## src/sv/etof_pkg.sv

```systemverilog
// Shared constants, types and helpers for the event time-of-flight histogrammer.
// No dependencies; the design files refer to it by scoped names, the bench imports it.
package etof_pkg;

    // Store geometry defaults
    localparam int MAX_X_DEF     = 64;
    localparam int MAX_Y_DEF     = 64;
    localparam int TIME_BINS_DEF = 512;

    // Raw time range covered by the bins in use
    localparam int TIME_RANGE = 4096;

    // Field widths
    localparam int FUNC_W   = 2;
    localparam int POS_W    = 16;
    localparam int TIME_W   = 16;
    localparam int BIDX_W   = 9;
    localparam int CNT_W    = 32;
    localparam int BS_W     = 13;
    localparam int SLICE_W  = 12;
    localparam int GAIN_W   = 16;
    localparam int FRAC_W   = 8;
    localparam int ROUND_HALF = 128;   // 0.5 in 8.8

    // Stream payload widths
    localparam int S_TDATA_W = 64;
    localparam int S_TUSER_W = FUNC_W;
    localparam int M_TDATA_W = 96;
    localparam int M_TUSER_W = 1;

    // Configuration port
    localparam int CFG_IDX_W  = 2;
    localparam int CFG_DATA_W = 16;
    localparam logic [CFG_IDX_W-1:0] REG_BIN_SIZE  = 2'd0;
    localparam logic [CFG_IDX_W-1:0] REG_SLICE_BIN = 2'd1;
    localparam logic [CFG_IDX_W-1:0] REG_GAIN      = 2'd2;

    localparam logic [BS_W-1:0]    BIN_SIZE_RST  = 13'd10;
    localparam logic [SLICE_W-1:0] SLICE_BIN_RST = 12'd0;
    localparam logic [GAIN_W-1:0]  GAIN_RST      = 16'd256;

    typedef logic [FUNC_W-1:0] t_func;
    localparam t_func FUNC_EVENT = 2'd0;
    localparam t_func FUNC_READ  = 2'd1;
    localparam t_func FUNC_CLEAR = 2'd2;
    localparam t_func FUNC_NOP   = 2'd3;

    typedef struct packed {
        logic             oor;
        logic [CNT_W-1:0] total;
        logic [CNT_W-1:0] slice;
        logic [CNT_W-1:0] bcount;
    } t_result;

    function automatic int addr_w(input longint unsigned depth);
        return (depth > 1) ? $clog2(depth) : 1;
    endfunction

endpackage

```

## src/sv/etof_gain.sv

```systemverilog
// Gain stage: round(gain * count) in unsigned 8.8, saturated to 32 bits, registered.
// Uses etof_pkg for widths and the rounding constant.
module etof_gain (
    input  logic                        i_clk,
    input  logic [etof_pkg::GAIN_W-1:0] i_gain,
    input  logic [etof_pkg::CNT_W-1:0]  i_count,
    output logic [etof_pkg::CNT_W-1:0]  o_value
);

    localparam int PW = etof_pkg::GAIN_W + etof_pkg::CNT_W;
    localparam int SW = PW + 1;
    localparam int HW = SW - etof_pkg::FRAC_W;

    logic [PW-1:0] w_prod;
    logic [SW-1:0] w_sum;
    logic [HW-1:0] w_shr;
    logic          w_sat;

    assign w_prod = PW'(i_gain) * PW'(i_count);
    assign w_sum  = SW'(w_prod) + SW'(etof_pkg::ROUND_HALF);
    assign w_shr  = w_sum[SW-1:etof_pkg::FRAC_W];
    assign w_sat  = |w_shr[HW-1:etof_pkg::CNT_W];

    always_ff @(posedge i_clk) begin
        o_value <= w_sat ? '1 : w_shr[etof_pkg::CNT_W-1:0];
    end

endmodule

```

## config.mk

```make
export PLATFORM = sky130hd
export DESIGN_NAME = etof_gain
export DESIGN_NICKNAME = d
export VERILOG_FILES = /design/src/sv/etof_pkg.sv /design/src/sv/etof_gain.sv
export SDC_FILE = /design/constraint.sdc
export NUM_CORES = 1
export LEC_CHECK = 0
export BUFFER_PORTS_ARGS = -buffer_cell sky130_fd_sc_hd__buf_2
export CORE_MARGIN = 4
export CORE_UTILIZATION = 50
export CTS_CLUSTER_SIZE = 20
export DETAILED_ROUTE_END_ITERATION = 10
export GPL_TIMING_DRIVEN = 1
export PLACE_DENSITY = 0.7
export REMOVE_ABC_BUFFERS = 1
export SLEW_MARGIN = 10
export SYNTH_ARGS = -nofsm -noshare
export SYNTH_HDL_FRONTEND = slang
export SYNTH_SLANG_ARGS = --single-unit
```

## constraint.sdc

```tcl
create_clock -name i_clk -period 6.71 [get_ports i_clk]
set_clock_uncertainty 0.15 [all_clocks]
set_input_delay 0.3355 -clock i_clk [delete_from_list [all_inputs] [get_ports i_clk]]
set_output_delay 0.3355 -clock i_clk [all_outputs]
set_load 0.02 [all_outputs]
```

Word-level counts from Yosys, hierarchy flattened. Cells that the tools add are included. W data, S select, Z words.

Word-level logic and storage cells: 4. Output and inout bits: 32. Flip-flop bits (word level): 32. Bits of input ports: 49.

$mul: 1. Reduce and logical (&&, ||, !) cells: 1. Add/sub/neg operators: 1.

Operator list (number): $add A48 B8 Y49 const B (1); $mul A16 B32 Y48 (1); $reduce_or A9 Y1 (1).

Depth between registers and ports, before layout.
Word-level depth: 3. Mapped depth: 26.

Worst setup path after synthesis. Ideal clock, no wire load.

Path kind: input -> register. From: input i_gain[1] in the netlist's numbering. To: register o_value[0] in the netlist's numbering. Arrival time: 6.099 ns. Stages: 22. Slack: 0.335 ns. Data required time: 6.434 ns. Path through: clkbuf_1 -> nand2_1 -> fa_1 -> fa_1 -> fa_1 -> inv_1 -> fa_1 -> fa_1 -> inv_1 -> fa_1 -> inv_1 -> ha_1 -> buf_2 -> a21oi_2 -> nand2_1 -> a221oi_2 -> o221a_2 -> o21ai_1 -> a211o_1 -> a2111oi_4 -> buf_6 -> nand3_2.

Cells in the longest elaborated chain, start to end: 3.

RTL lines: start, declared (line etof_gain.sv:5) `input logic [etof_pkg::GAIN_W-1:0] i_gain,`; $mul A16 B32 Y48 * (line etof_gain.sv:19) `assign w_prod = PW'(i_gain) * PW'(i_count);`; $add A48 B8 Y49 * (line etof_gain.sv:20) `assign w_sum = SW'(w_prod) + SW'(etof_pkg::ROUND_HALF);`; $reduce_or A9 Y1 (line etof_gain.sv:22) `assign w_sat = |w_shr[HW-1:etof_pkg::CNT_W];`; end signal, assigned (line etof_gain.sv:25) `o_value <= w_sat ? '1 : w_shr[etof_pkg::CNT_W-1:0];`; end, declared (line etof_gain.sv:7) `output logic [etof_pkg::CNT_W-1:0] o_value`.

Every way passes the cells marked *; elsewhere a longest branch is shown, timed or not. A chain may end at the register's enable or synchronous reset.

Final worst setup path.
From: input i_gain[11] in the netlist's numbering. To: register o_value[14] in the netlist's numbering.

The elaborated chain is that of the path after synthesis.

==> results.json <==
{
  "status": "completed",
  "antenna_found_initial": 0,
  "regMostFlops": "o_value",
  "min_period_over_period_pct": 97.21,
  "io_buffers": 80,
  "ctsHoldBuffers": 0,
  "drt_iter0_drc": 663,
  "gr-total-overflow": 0,
  "arrival_ps": 6520,
  "path_buf_inv": 8,
  "synth_area_per_cell_sq_um": 8.771,
  "fp.dieArea_sq_um": 39040,
  "period_minus_slack_ps": 6523,
  "reg_top3": "o_value: 32 flops",
  "worst_pin_slew_ps": 615.8,
  "wl_um": 46320,
  "cts_tree": "built",
  "async_flop_share_pct": 0,
  "clock_tree.root_cell": "clkbuf_16",
  "io_pins": 81,
  "clk_pin_slew_ps": 50,
  "grt_pass1_vias": 16060,
  "die_width_um": 197.6,
  "fill_cells": 3089,
  "place_ws_ps": -360.9,
  "final-seq-area_sq_um": 640.6,
  "cts_max_level": 2,
  "min_from": "o_value[7]",
  "largest_reg_flops": 32,
  "drcViolationCount": 0,
  "synth_edf_count": 0,
  "fin_hold_ws_ps": 877.7,
  "worst-setup-path-type": "primary input to register",
  "area_delta_synth_final_pct": 15.02,
  "worstPathCellList": "buf_4 > buf_12 > buf_4 > and2_1 > fa_1 > inv_1 > fa_1 > inv_1 > fa_1 > fa_1 > fa_1 > fa_1 > ha_4 > nand2_1 > nor3_4 > nand3_2 > buf_4 > o31a_1 > o21ai_2 > a31oi_2 > a2111oi_4 > buf_4 > clkbuf_16 > o311ai_1",
  "multi_input_area_sq_um": 15250,
  "viasPerCell": 5.242,
  "start_util_pct": 50.65,
  "worst_slack_ps": 187.1,
  "via_count": 14126,
  "slowest_stage": "fa_1",
  "cts_buffers": 5,
  "clkSinkCount": 32,
  "worst-path-max-fanout": 16,
  "ys.flop_type": "dfxtp_1",
  "ant_nets": 0,
  "num-nets-final": 2848,
  "yosys_warnings": 0,
  "synthCells": 2049,
  "rows": 69,
  "fmaxAchievable_mhz": 153.3,
  "wl_per_cell_um": 17.19,
  "hpwl_um": 39770,
  "slew_headroom_pct": 58.95,
  "yosysUniqueCellTypes": 57,
  "synth-seq-cells": 32,
  "post-route-util_pct": 58.26,
  "cpMostUsedCell": "fa_1",
  "finalSetupViolCount": 0,
  "report.final.slew_viol_count": 0,
  "cap_viol_max_count": 0,
  "hp-class": "register to output pin",
  "critPathTopFamily": "adder cells",
  "dr.pass1.iters": 5,
  "grt_max_degree": 33,
  "ys_seq_area_share_pct": 3.564,
  "design.core.area_sq_um": 35480,
  "whs_path_depth": 1,
  "crit_path_start_kind": "primary input",
  "syn_area_sq_um": 17970,
  "clockBufferDepth": 2,
  "hold_viol": 0,
  "worst_setup_path_end_kind": "register",
  "holdPathEnd": "o_value[7]",
  "routabilityCongestion": 0.9569,
  "grt_pass1_wl_um": 79130,
  "drive_gt1_share_pct": 16.17,
  "gr-usage-all-layers_pct": 24.96,
  "die_height_um": 197.6,
  "max_stage_delay_ps": 530,
  "required_ps": 6700
}
synth_stat cells, types with 17 or more instances:
library cell / count / area (sq um)
a21o_1: 17 / 127.6
a21oi_1: 47 / 235.2
and2_1: 259 / 1620
buf_2: 18 / 90.09
clkbuf_1: 81 / 304.0
dfxtp_1: 32 / 640.6
fa_1: 419 / 8388
ha_1: 147 / 1839
inv_1: 492 / 1847
nand2_1: 290 / 1089
nand3_2: 30 / 300.3
nand4_1: 17 / 106.4
nor2_1: 28 / 105.1
o21ai_0: 28 / 140.1
xnor2_1: 18 / 157.7
xor2_1: 20 / 175.2
per-stage QoR:
stage / setup TNS, ps / cells / cell area (sq um)
finish: 0 / 2695 / 20670
global route: -216.4 / 2694 / 20670
CTS: 0 / 2686 / 20310
detailed placement: -9986 / 2679 / 20150
global placement: -4996 / 2679 / 20150
floorplan: -32820 / 1947 / 17540
cell usage in the layout (no fill, tap or decap), types with 17 or more instances in the layout:
cell	count
xor2_1	20
ha_1	141
a21o_1	17
a21oi_1	39
nand2_1	290
o21ai_0	26
buf_4	186
fa_1	418
and2_1	259
xnor2_1	18
nor2_1	27
buf_2	60
inv_1	492
dfxtp_1	32
nand3_2	31
nand4_1	17
logic make-up after synthesis:
| logic type | share of synthesized area, % |
|---|---|
| adder cells (fa/ha/maj) | 56.91 |
| buffers and inverters | 12.66 |
| XOR/XNOR | 1.852 |
| AND/OR/NAND/NOR | 19.42 |
| multiplexers | 0.05570 |
| AO/OA/AOI/OAI | 5.549 |
| flip-flops | 3.564 |
routing by layer:
layer  part of all wire (%)  GRT usage (%)
met4                    3.6          7.167
met3                    4.7          1.808
met2                     53          46.88
met5                      0              0
met1                     39          30.87
worst max-delay path by stage:
stage                    start     endpoint  cells past startpoint
detailed placement  i_gain[10]  o_value[14]                     24
floorplan            i_gain[4]  o_value[14]                     21
CTS                  i_gain[4]  o_value[14]                     25
global route        i_gain[10]  o_value[14]                     24
finish              i_gain[11]  o_value[14]                     24
global placement    i_gain[10]  o_value[14]                     23
what timing repair did:
action	CTS	global route
cloned	0	4
setup endpoints to repair	32	32
gates resized for setup	3	57
buffers inserted	0	4
pin swaps	0	10
layout make-up:
class,count,area share (%)
diodes,1,0.01211
well taps,461,2.790
repair buffers,279,10.66
inverters,492,8.934
flip-flops and latches,32,3.099
clock buffers,7,0.7385
multi-input cells,1423,73.77
Power is not shown: default switching activity piles up to over one toggle a cycle in this logic, so the estimate is an artifact.
