**config.mk**
```make
export PLATFORM = sky130hd
export DESIGN_NAME = etof_div
export DESIGN_NICKNAME = d
export VERILOG_FILES = /design/src/sv/etof_pkg.sv /design/src/sv/etof_div.sv
export SDC_FILE = /design/constraint.sdc
export NUM_CORES = 1
export LEC_CHECK = 0
export BUFFER_PORTS_ARGS = -buffer_cell sky130_fd_sc_hd__buf_2
export CORE_MARGIN = 4
export CORE_UTILIZATION = 59
export CTS_CLUSTER_SIZE = 24
export DETAILED_ROUTE_END_ITERATION = 16
export PLACE_DENSITY_LB_ADDON = 0.2
export SLEW_MARGIN = 40
export SYNTH_ARGS = -nofsm -noshare
export SYNTH_HDL_FRONTEND = slang
export SYNTH_SLANG_ARGS = --single-unit
```
**constraint.sdc**
```tcl
create_clock -name i_clk -period 4.6 [get_ports i_clk]
set_clock_uncertainty 0.15 [all_clocks]
set_input_delay 0.46 -clock i_clk [delete_from_list [all_inputs] [get_ports i_clk]]
set_output_delay 0.46 -clock i_clk [all_outputs]
set_load 0.05 [all_outputs]
```
**src/sv/etof_pkg.sv**
```systemverilog
// Shared constants, types and helpers for the event time-of-flight histogrammer.
// No dependencies; the design files refer to it by scoped names, the bench imports it.
package etof_pkg;

    // Store geometry defaults
    localparam int MAX_X_DEF     = 64;
    localparam int MAX_Y_DEF     = 64;
    localparam int TIME_BINS_DEF = 512;

    // Raw time range covered by the bins in use
    localparam int TIME_RANGE = 4096;

    // Field widths
    localparam int FUNC_W   = 2;
    localparam int POS_W    = 16;
    localparam int TIME_W   = 16;
    localparam int BIDX_W   = 9;
    localparam int CNT_W    = 32;
    localparam int BS_W     = 13;
    localparam int SLICE_W  = 12;
    localparam int GAIN_W   = 16;
    localparam int FRAC_W   = 8;
    localparam int ROUND_HALF = 128;   // 0.5 in 8.8

    // Stream payload widths
    localparam int S_TDATA_W = 64;
    localparam int S_TUSER_W = FUNC_W;
    localparam int M_TDATA_W = 96;
    localparam int M_TUSER_W = 1;

    // Configuration port
    localparam int CFG_IDX_W  = 2;
    localparam int CFG_DATA_W = 16;
    localparam logic [CFG_IDX_W-1:0] REG_BIN_SIZE  = 2'd0;
    localparam logic [CFG_IDX_W-1:0] REG_SLICE_BIN = 2'd1;
    localparam logic [CFG_IDX_W-1:0] REG_GAIN      = 2'd2;

    localparam logic [BS_W-1:0]    BIN_SIZE_RST  = 13'd10;
    localparam logic [SLICE_W-1:0] SLICE_BIN_RST = 12'd0;
    localparam logic [GAIN_W-1:0]  GAIN_RST      = 16'd256;

    typedef logic [FUNC_W-1:0] t_func;
    localparam t_func FUNC_EVENT = 2'd0;
    localparam t_func FUNC_READ  = 2'd1;
    localparam t_func FUNC_CLEAR = 2'd2;
    localparam t_func FUNC_NOP   = 2'd3;

    typedef struct packed {
        logic             oor;
        logic [CNT_W-1:0] total;
        logic [CNT_W-1:0] slice;
        logic [CNT_W-1:0] bcount;
    } t_result;

    function automatic int addr_w(input longint unsigned depth);
        return (depth > 1) ? $clog2(depth) : 1;
    endfunction

endpackage

```
**src/sv/etof_div.sv**
```systemverilog
// Radix-2 restoring divider for time / bin_size, one quotient bit per cycle.
// Uses etof_pkg for the dividend and divisor widths.
module etof_div (
    input  logic                        i_clk,
    input  logic                        i_rst_n,
    input  logic                        i_start,
    input  logic [etof_pkg::TIME_W-1:0] i_dividend,
    input  logic [etof_pkg::BS_W-1:0]   i_divisor,
    output logic                        o_done,
    output logic [etof_pkg::TIME_W-1:0] o_quotient
);

    localparam int NW = etof_pkg::TIME_W;
    localparam int DW = etof_pkg::BS_W;
    localparam int CW = $clog2(NW + 1);

    logic [DW-1:0] r_rem;
    logic [NW-1:0] r_quo;
    logic [DW-1:0] r_div;
    logic [CW-1:0] r_cnt;
    logic          r_busy;

    logic [DW:0]   w_rem_sh;
    logic          w_fit;
    logic [DW:0]   w_diff;

    assign w_rem_sh = {r_rem, r_quo[NW-1]};
    assign w_fit    = (w_rem_sh >= {1'b0, r_div});
    assign w_diff   = w_rem_sh - {1'b0, r_div};

    always_ff @(posedge i_clk) begin
        if (!i_rst_n) begin
            r_busy <= 1'b0;
            r_cnt  <= '0;
        end else if (i_start) begin
            r_busy <= 1'b1;
            r_cnt  <= CW'(NW);
        end else if (r_busy) begin
            r_cnt  <= r_cnt - 1'b1;
            if (r_cnt == CW'(1)) begin
                r_busy <= 1'b0;
            end
        end
    end

    always_ff @(posedge i_clk) begin
        if (i_start) begin
            r_rem <= '0;
            r_quo <= i_dividend;
            r_div <= i_divisor;
        end else if (r_busy) begin
            // shift the next dividend bit out of the top, shift the quotient bit into the bottom
            r_rem <= w_fit ? w_diff[DW-1:0] : w_rem_sh[DW-1:0];
            r_quo <= {r_quo[NW-2:0], w_fit};
        end
    end

    assign o_done     = !r_busy;
    assign o_quotient = r_quo;

endmodule

```
======== Word-level counts from Yosys, hierarchy flattened ========
Index checks and enable logic that the tools add are counted.
storage, ports and cells
  flip-flop bits (word level) ............. 48
  bits of input ports ..................... 32
  output and inout port bits .............. 17
  word-level logic and storage cells ...... 22
operators by class
  $add $sub $neg .......................... 2
  order comparisons ....................... 1
  equal/unequal tests ..................... 1
  multiplexer cells ....................... 8
  bitwise logic cells ..................... 1
  reduce and logical (&&, ||, !) cells .... 3
operators with widths
  cell                   count
  $mux W16               2
  $ge A14 B13 Y1         1
  $mux W13               1
  $sub A13 B13 Y13       1
  $mux W5                2
  $eq A5 B1 Y1 const B   1
  $sub A5 B1 Y5 const B  1
  $mux W1                3
  $reduce_bool A2 Y1     1
  $reduce_or A2 Y1       1
  $logic_not A1 Y1       1
  $not A1 Y1             1

======== Longest topological paths before layout ========
Gate-level depths: netlist (run 1).
  depth after elaboration ................. 4
  mapped depth ............................ 11
  mapped depth without buffers ............ 10

======== Worst setup path after synthesis (run 1) ========
Ideal clock, no wire load.
  kind .................................... register -> register
  from .................................... register r_quo[15], in the netlist o_quotient[15]
  to ...................................... register r_rem[3]
  setup time .............................. 0.136 ns
  arrival time ............................ 3.079 ns
  data required time ...................... 4.314 ns
  path slack .............................. 1.235 ns
  stages on the path, launching flop included .. 12
  buffers on the path ..................... 1
  clock period less this slack ............ 3.365 ns
  cell sequence ........................... edfxtp_1 -> inv_1 -> ha_1 -> inv_1 -> fa_1 -> a21o_1 -> a221oi_4 -> nand2_2 -> a2111oi_4 -> buf_6 -> mux2i_1 -> a211oi_2
between the ends
  longest elaborated chain between the ends .. 2
  elaborated cells between the ends (all ways) .. 3
  classes of those cells .................. 1 x add/sub; 1 x order compare; 1 x mux
ends and longest elaborated chain
  what                                                       RTL line                        text
  start: declaration                                         etof_div.sv:18                  logic [NW-1:0] r_quo;
  start signal: assignment                                   etof_div.sv:49                  r_quo <= i_dividend;
  start signal: assignment                                   etof_div.sv:54                  r_quo <= {r_quo[NW-2:0], w_fit};
  $sub A13 B13 Y13 / $ge A14 B13 Y1 (equally long branches)  etof_div.sv:29, etof_div.sv:28
  $mux W13 (*)                                               etof_div.sv:53                  r_rem <= w_fit ? w_diff[DW-1:0] : w_rem_sh[DW-1:0];
  end signal: assignment                                     etof_div.sv:53
  end: declaration                                           etof_div.sv:17                  logic [DW-1:0] r_rem;
Every way passes the cells marked *; elsewhere a longest branch is shown, timed or not.
A chain may end at the register's enable or synchronous reset.

======== Worst setup path in the final report (run 1) ========
  from .................................... register r_quo[15], in the netlist o_quotient[15]
  to ...................................... register r_rem[1]
The elaborated chain is that of the path after synthesis.

==> out/results.ini, run 1 <==
[status]
run_status=finished, final reports clean

[power]
switchingPower_uw=353
p_seq_share_pct=48.4
p_comb_share_pct=28.1
total_power_mw=1.08
power.leakage_nw=1.28
ir_worst_vdd_mv=0.274
switching_share_pct=32.7
power.internal_uw=727
clkPwrFrac_pct=23.4
power_density_mw_per_mm2=369

[route]
drcViolationCount=0
num_vias=1799
dr.first_iter.drc_count=63
wl_per_cell_um=14.8
routed_wl_um=4800
drt_pass1_iterations=4
via_per_inst=5.55
ant_nets=0

[global_route]
grt_first_pass_wirelength_um=7860
grt_use_total_pct=18.9
grt_max_degree=46
antenna_found_initial=0
grt_pass1_vias=1786
grt.overflow.total=0

[final_layout]
area_growth_pct=15.1
fin_util_pct=71.6
ff_latch_area_mm2=0.00125
multi_input_area_mm2=0.00118
drive_above_1_share_pct=29.9
fin_cells=324
antenna_cells=0
fin_nets=321
fillers=294

[sta]
fin_tns_setup_ns=0
grt_setup_unrepaired=false
finalSetupViolations=0
report.final.slew_viol_count=0
worst_slew_pin_slew_ns=0.699
layout_setup_ws_ns=1.18
fin_crit_ns=3.42
fmaxAchievable_mhz=292
maxSlewHeadroom_pct=53.4
hold_violations=0
period_share_pct=74.4

[synth]
synth_flop_cell=edfxtp_1
ys_types=41
yosysTopAreaCell=edfxtp_1
yosysSeqAreaShare_pct=49.2
synthArstFlopShare_pct=0
synth.top_cells.by_count=edfxtp_1, inv_1, nor2_1, dfxtp_1
ys_ff_latch=48
syn_inst=222
avgSynthCellArea_um2=11.5
ys_top_cells_by_area=edfxtp_1, dfxtp_1, ha_1
syn_area_mm2=0.00254
yosysWarnings=0
synth_fp_nets=270
synth_top_area_share_pct=34.2
synth_edf_count=29
synth.most_common_cell=edfxtp_1

[setup_path]
crit_arrival_ns=3.48
worst_setup_path_end_kind=flip-flop
cp-start-kind=flip-flop
critPathRequiredTime_ns=4.66
critPathKind=reg2reg
cp_max_fo=10

[placement]
gp_congestion=0.852
dpl.hpwl_um=3480
port_buffers=48
post-place-cells=316
pre_cts_ws_ns=1.22

[floorplan]
die_area_mm2=0.00543
fp-row-count=23
fp.coreArea_mm2=0.00409
dieWidth_um=73.7
ios=49
start_util_pct=62.2
die_h_um=73.7

[clock_network]
clk_pin_slew_ns=0.09
root_buffer=clkbuf_8
cts_resized=0
clock_sinks=48
clk_latency_ns=0.31
clockBufferDepth=2
cts_tree=yes
ctsHtreeMaxLevel=2
cts-buffers-inserted=5
cts.hold.buffers_added=0
post_cts.repair.setup_buffers=0

[hold_path]
hp-class=in2reg

[job]
max_cap_violations=0

state kept, by name, summed over array words and instances (netlist names):
register	flops
r_rem	13
o_quotient	16
r_busy	1
r_cnt	5
r_div	13
critical path, stage by stage, from the launching register on:
cell and delay (ns):
edfxtp_1 0.42, inv_1 0.08, ha_1 0.17, inv_1 0.06
fa_1 0.39, a21o_1 0.23, a221oi_4 0.38, nand2_2 0.11
a2111oi_4 0.66, buf_4 0.33, mux2i_1 0.09, a211oi_1 0.26
cells in the final DEF (no fill, tap or decap), types with 3 or more instances in the layout:
master    netlist  final
buf_2           0     48
edfxtp_1       29     29
inv_1          21     21
nor2_1         20     20
dfxtp_1        19     19
mux2_2         15     15
ha_1           15     15
a21oi_1        10     10
mux2i_1         9      9
xnor2_1         9      9
nand2_1         8      8
a211oi_1        7      7
o21ai_0         5      5
xor2_1          5      5
clkbuf_8        0      5
a21o_1          4      4
o21a_1          4      4
nand2b_1        4      4
nor4_1          3      3
o31ai_1         3      3
buf_4           0      3
layer usage:
layer | track usage, % | share of wire (%) | vias to the layer above
met3 | 5.75 | 4.4 | 8
met4 | 5.63 | 1.2 | 0
li1 | - | - | 902
met5 | 0 | 0 | -
met1 | 23.8 | 45 | 847
met2 | 31.1 | 49 | 42
logic make-up after synthesis:
logic type | count (synthesis) | share of synthesized area (%)
XOR/XNOR | 14 | 4.82
AO/OA/AOI/OAI | 46 | 14.4
buffers and inverters | 28 | 4.43
flip-flops | 48 | 49.2
AND/OR/NAND/NOR | 46 | 8.85
adder cells (fa/ha/maj) | 16 | 8.17
multiplexers | 24 | 10.2
final cells by class:
| class | count | area share (%) |
|---|---|---|
| clock buffer | 5 | 2.35 |
| clock inverter | 3 | 0.812 |
| inverter | 21 | 2.69 |
| multi-input combinational | 146 | 40.3 |
| sequential | 48 | 42.7 |
| tap | 50 | 2.14 |
| timing repair buffer | 51 | 8.97 |
worst paths after layout:
path | start | end | slack [ns] | depth (start not counted)
hold / removal | i_divisor[4] | r_div[4] | 0.17 | 1
hold reg to reg | r_rem[7] | r_rem[7] | 0.36 | 2
setup reg to reg | o_quotient[15] | r_rem[1] | 1.18 | 11
setup / recovery | o_quotient[15] | r_rem[1] | 1.18 | 11
power by group through the flow:
| stage | sequential, mW | combinational [mW] | clock (mW) |
|---|---|---|---|
| 2_1_floorplan | 0.582 | 0.185 | 0 |
| 3_3_place_gp | 0.531 | 0.295 | 0 |
| 3_5_place_dp | 0.532 | 0.300 | 0 |
| 4_1_cts | 0.523 | 0.304 | 0.257 |
| 5_1_grt | 0.528 | 0.332 | 0.274 |
| 6_report | 0.523 | 0.304 | 0.253 |
through the flow:
step                      hold slack (ns)  area (um2)
after floorplan                     0.303        2540
after global placement              0.330        2840
after detailed placement            0.342        2840
after CTS                           0.169        2930
after global routing                0.159        2930
final                               0.174        2930
Power figures use the tool's default switching activity.
==> run 2: changes to the inputs <==
ABC_AREA = 1   (was not set)
CORE_UTILIZATION = 57   (was 59)
clock period = 3.25 ns   (was 4.6 ns; I/O delays follow)
==> run 2 against run 1 <==
Net effect: synthesized cell count is 72% higher; routed wire length rose by 27%; largest power group unchanged; cell count rose by 53%; sequential share of layout area fell by 4.9 points; register-to-register slack worse by 0.47 ns; critical path type unchanged; global-route usage grew 2.1 points; count of clock-buffer cells in the layout stayed put; area after synthesis increased by 16%; non-clock buffer count down 2; highest routed layer unchanged; maximum frequency is 34% higher; total power rose by 26%.
==> out/results.ini, run 2 <==
[placement]
dpl.hpwl_um=4710
port_buffers=48
pre_cts_ws_ns=0.700
post-place-cells=488
gp_congestion=0.879

[status]
run_status=finished, final reports clean

[clock_network]
clockBufferDepth=2
cts_resized=0
cts_tree=yes
ctsHtreeMaxLevel=2
clk_pin_slew_ns=0.10
post_cts.repair.setup_buffers=0
cts.hold.buffers_added=0
cts-buffers-inserted=5
clock_sinks=48
root_buffer=clkbuf_8
clk_latency_ns=0.31

[synth]
synth_top_area_share_pct=29.6
synth_flop_cell=edfxtp_1
yosysWarnings=0
ys_top_cells_by_area=edfxtp_1, nand2_1, dfxtp_1
syn_inst=382
yosysTopAreaCell=edfxtp_1
ys_ff_latch=48
synth.most_common_cell=nand2_1
ys_types=35
syn_area_mm2=0.00294
synth_edf_count=29
yosysSeqAreaShare_pct=42.5
synthArstFlopShare_pct=0
synth_fp_nets=430
synth.top_cells.by_count=nand2_1, inv_1, edfxtp_1, nand3_1, dfxtp_1
avgSynthCellArea_um2=7.71

[setup_path]
critPathRequiredTime_ns=3.17
crit_arrival_ns=2.47
cp-start-kind=flip-flop
worst_setup_path_end_kind=flip-flop
cp_max_fo=15
critPathKind=reg2reg

[sta]
fmaxAchievable_mhz=393
worst_slew_pin_slew_ns=0.791
period_share_pct=78.4
hold_violations=0
fin_tns_setup_ns=0
grt_setup_unrepaired=false
finalSetupViolations=0
report.final.slew_viol_count=0
fin_crit_ns=2.55
maxSlewHeadroom_pct=47.2
layout_setup_ws_ns=0.704

[power]
power.leakage_nw=1.73
power_density_mw_per_mm2=413
switchingPower_uw=437
power.internal_uw=928
p_seq_share_pct=52.2
clkPwrFrac_pct=26.9
switching_share_pct=32.0
ir_worst_vdd_mv=0.392
p_comb_share_pct=20.9

[final_layout]
largest_reg_flops=16
drive_above_1_share_pct=19.8
area_growth_pct=12.4
fin_cells=496
antenna_cells=0
final_cell_mix=nand2_1, inv_1, buf_2
multi_input_area_mm2=0.00138
fillers=430
fin_nets=476
ff_latch_area_mm2=0.00125
final_common_cell=nand2_1

[floorplan]
die_area_mm2=0.00638
start_util_pct=60.7
dieWidth_um=79.9
fp.coreArea_mm2=0.00485
die_h_um=79.9
ios=49
fp-row-count=25

[route]
ant_nets=0
routed_wl_um=6110
via_per_inst=5.07
drt_pass1_iterations=4
num_vias=2515
drcViolationCount=0
wl_per_cell_um=12.3
dr.first_iter.drc_count=175

[global_route]
antenna_found_initial=0
grt_first_pass_wirelength_um=10500
grt.overflow.total=0
grt_use_total_pct=21.0
grt_pass1_vias=2374
grt_max_degree=22

[hold_path]
hp-class=in2reg

[job]
max_cap_violations=0

[run 2: cell types whose count changed in the layout (fill, tap and decap cells not counted), moves of 5 or more]
cell	before	now
mux2i_1	9	0
nand2_2	1	6
nand3_1	0	27
a21oi_1	10	4
nand4_1	1	18
nor2_2	0	5
nand3_2	0	7
mux2_2	15	0
xnor2_1	9	3
a211oi_1	7	1
inv_1	21	64
nand2_1	8	134
[run 2: final cells by class]
type	instances	area share (%)
Inverter	69	7.83
Sequential cell	48	37.8
Multi-Input combinational cell	255	41.6
Clock buffer	5	2.08
Timing Repair Buffer	49	7.49
Tap cell	67	2.53
Clock inverter	3	0.681
[run 2: cell families (layout without fill, tap and decap cells)]
group           after synthesis  count (layout)  synth area share, %
simple gates                219             219                 34.6
buf+inv                      79             126                 10.8
xor+xnor                      6               6                 1.79
fa+ha+maj                    16              16                 7.05
compound gates               14              14                 3.19
flops                        48              48                 42.5
[run 2: metrics by stage]
step / cell area, um2 / utilization, % / total power, mW / hold slack, ns
after floorplan: 2940 / - / 0.935 / 0.274
after global placement: 3220 / 66.3 / 1.01 / 0.312
after detailed placement: 3220 / 66.4 / 1.01 / 0.324
after CTS: 3310 / 68.3 / 1.38 / 0.0224
after global routing: 3310 / 68.3 / 1.44 / 0.0107
final: 3310 / 68.3 / 1.37 / 0.0327
[run 2: path summary, 6_finish.rpt]
path	end	depth (start not counted)	slack (ns)	startpoint
worst max register to register	o_quotient[0]	12	0.70	o_quotient[15]
worst min-delay path	r_div[1]	1	0.03	i_divisor[1]
worst min register to register	r_rem[5]	2	0.33	r_rem[5]
worst max-delay path	o_quotient[0]	12	0.70	o_quotient[15]
[run 2: worst max-delay path: stages, from the launching register on]
cell and delay, ns:
edfxtp_1 0.40, inv_1 0.09, ha_1 0.15, inv_1 0.07
fa_1 0.44, nand2_1 0.10, nand2_1 0.05, nand3_1 0.06
nand2_1 0.09, nand2_2 0.26, nand3_4 0.26, nand2_1 0.12
nand2_1 0.06
[run 2: metal layers]
layer | GRT usage (%) | wire length, um | up-vias
met5 | 0 | 0 | -
li1 | - | - | 1302
met4 | 8.95 | 119 | 0
met1 | 27.8 | 2830 | 1128
met2 | 33.4 | 2790 | 75
met3 | 4.29 | 375 | 10
[run 2: power by group through the flow]
stage / logic (mW) / registers, mW / clock network [mW]
floorplan: 0.140 / 0.795 / 0
global placement: 0.281 / 0.725 / 0
detailed placement: 0.286 / 0.725 / 0
CTS: 0.287 / 0.713 / 0.378
global route: 0.317 / 0.718 / 0.404
finish: 0.286 / 0.713 / 0.367
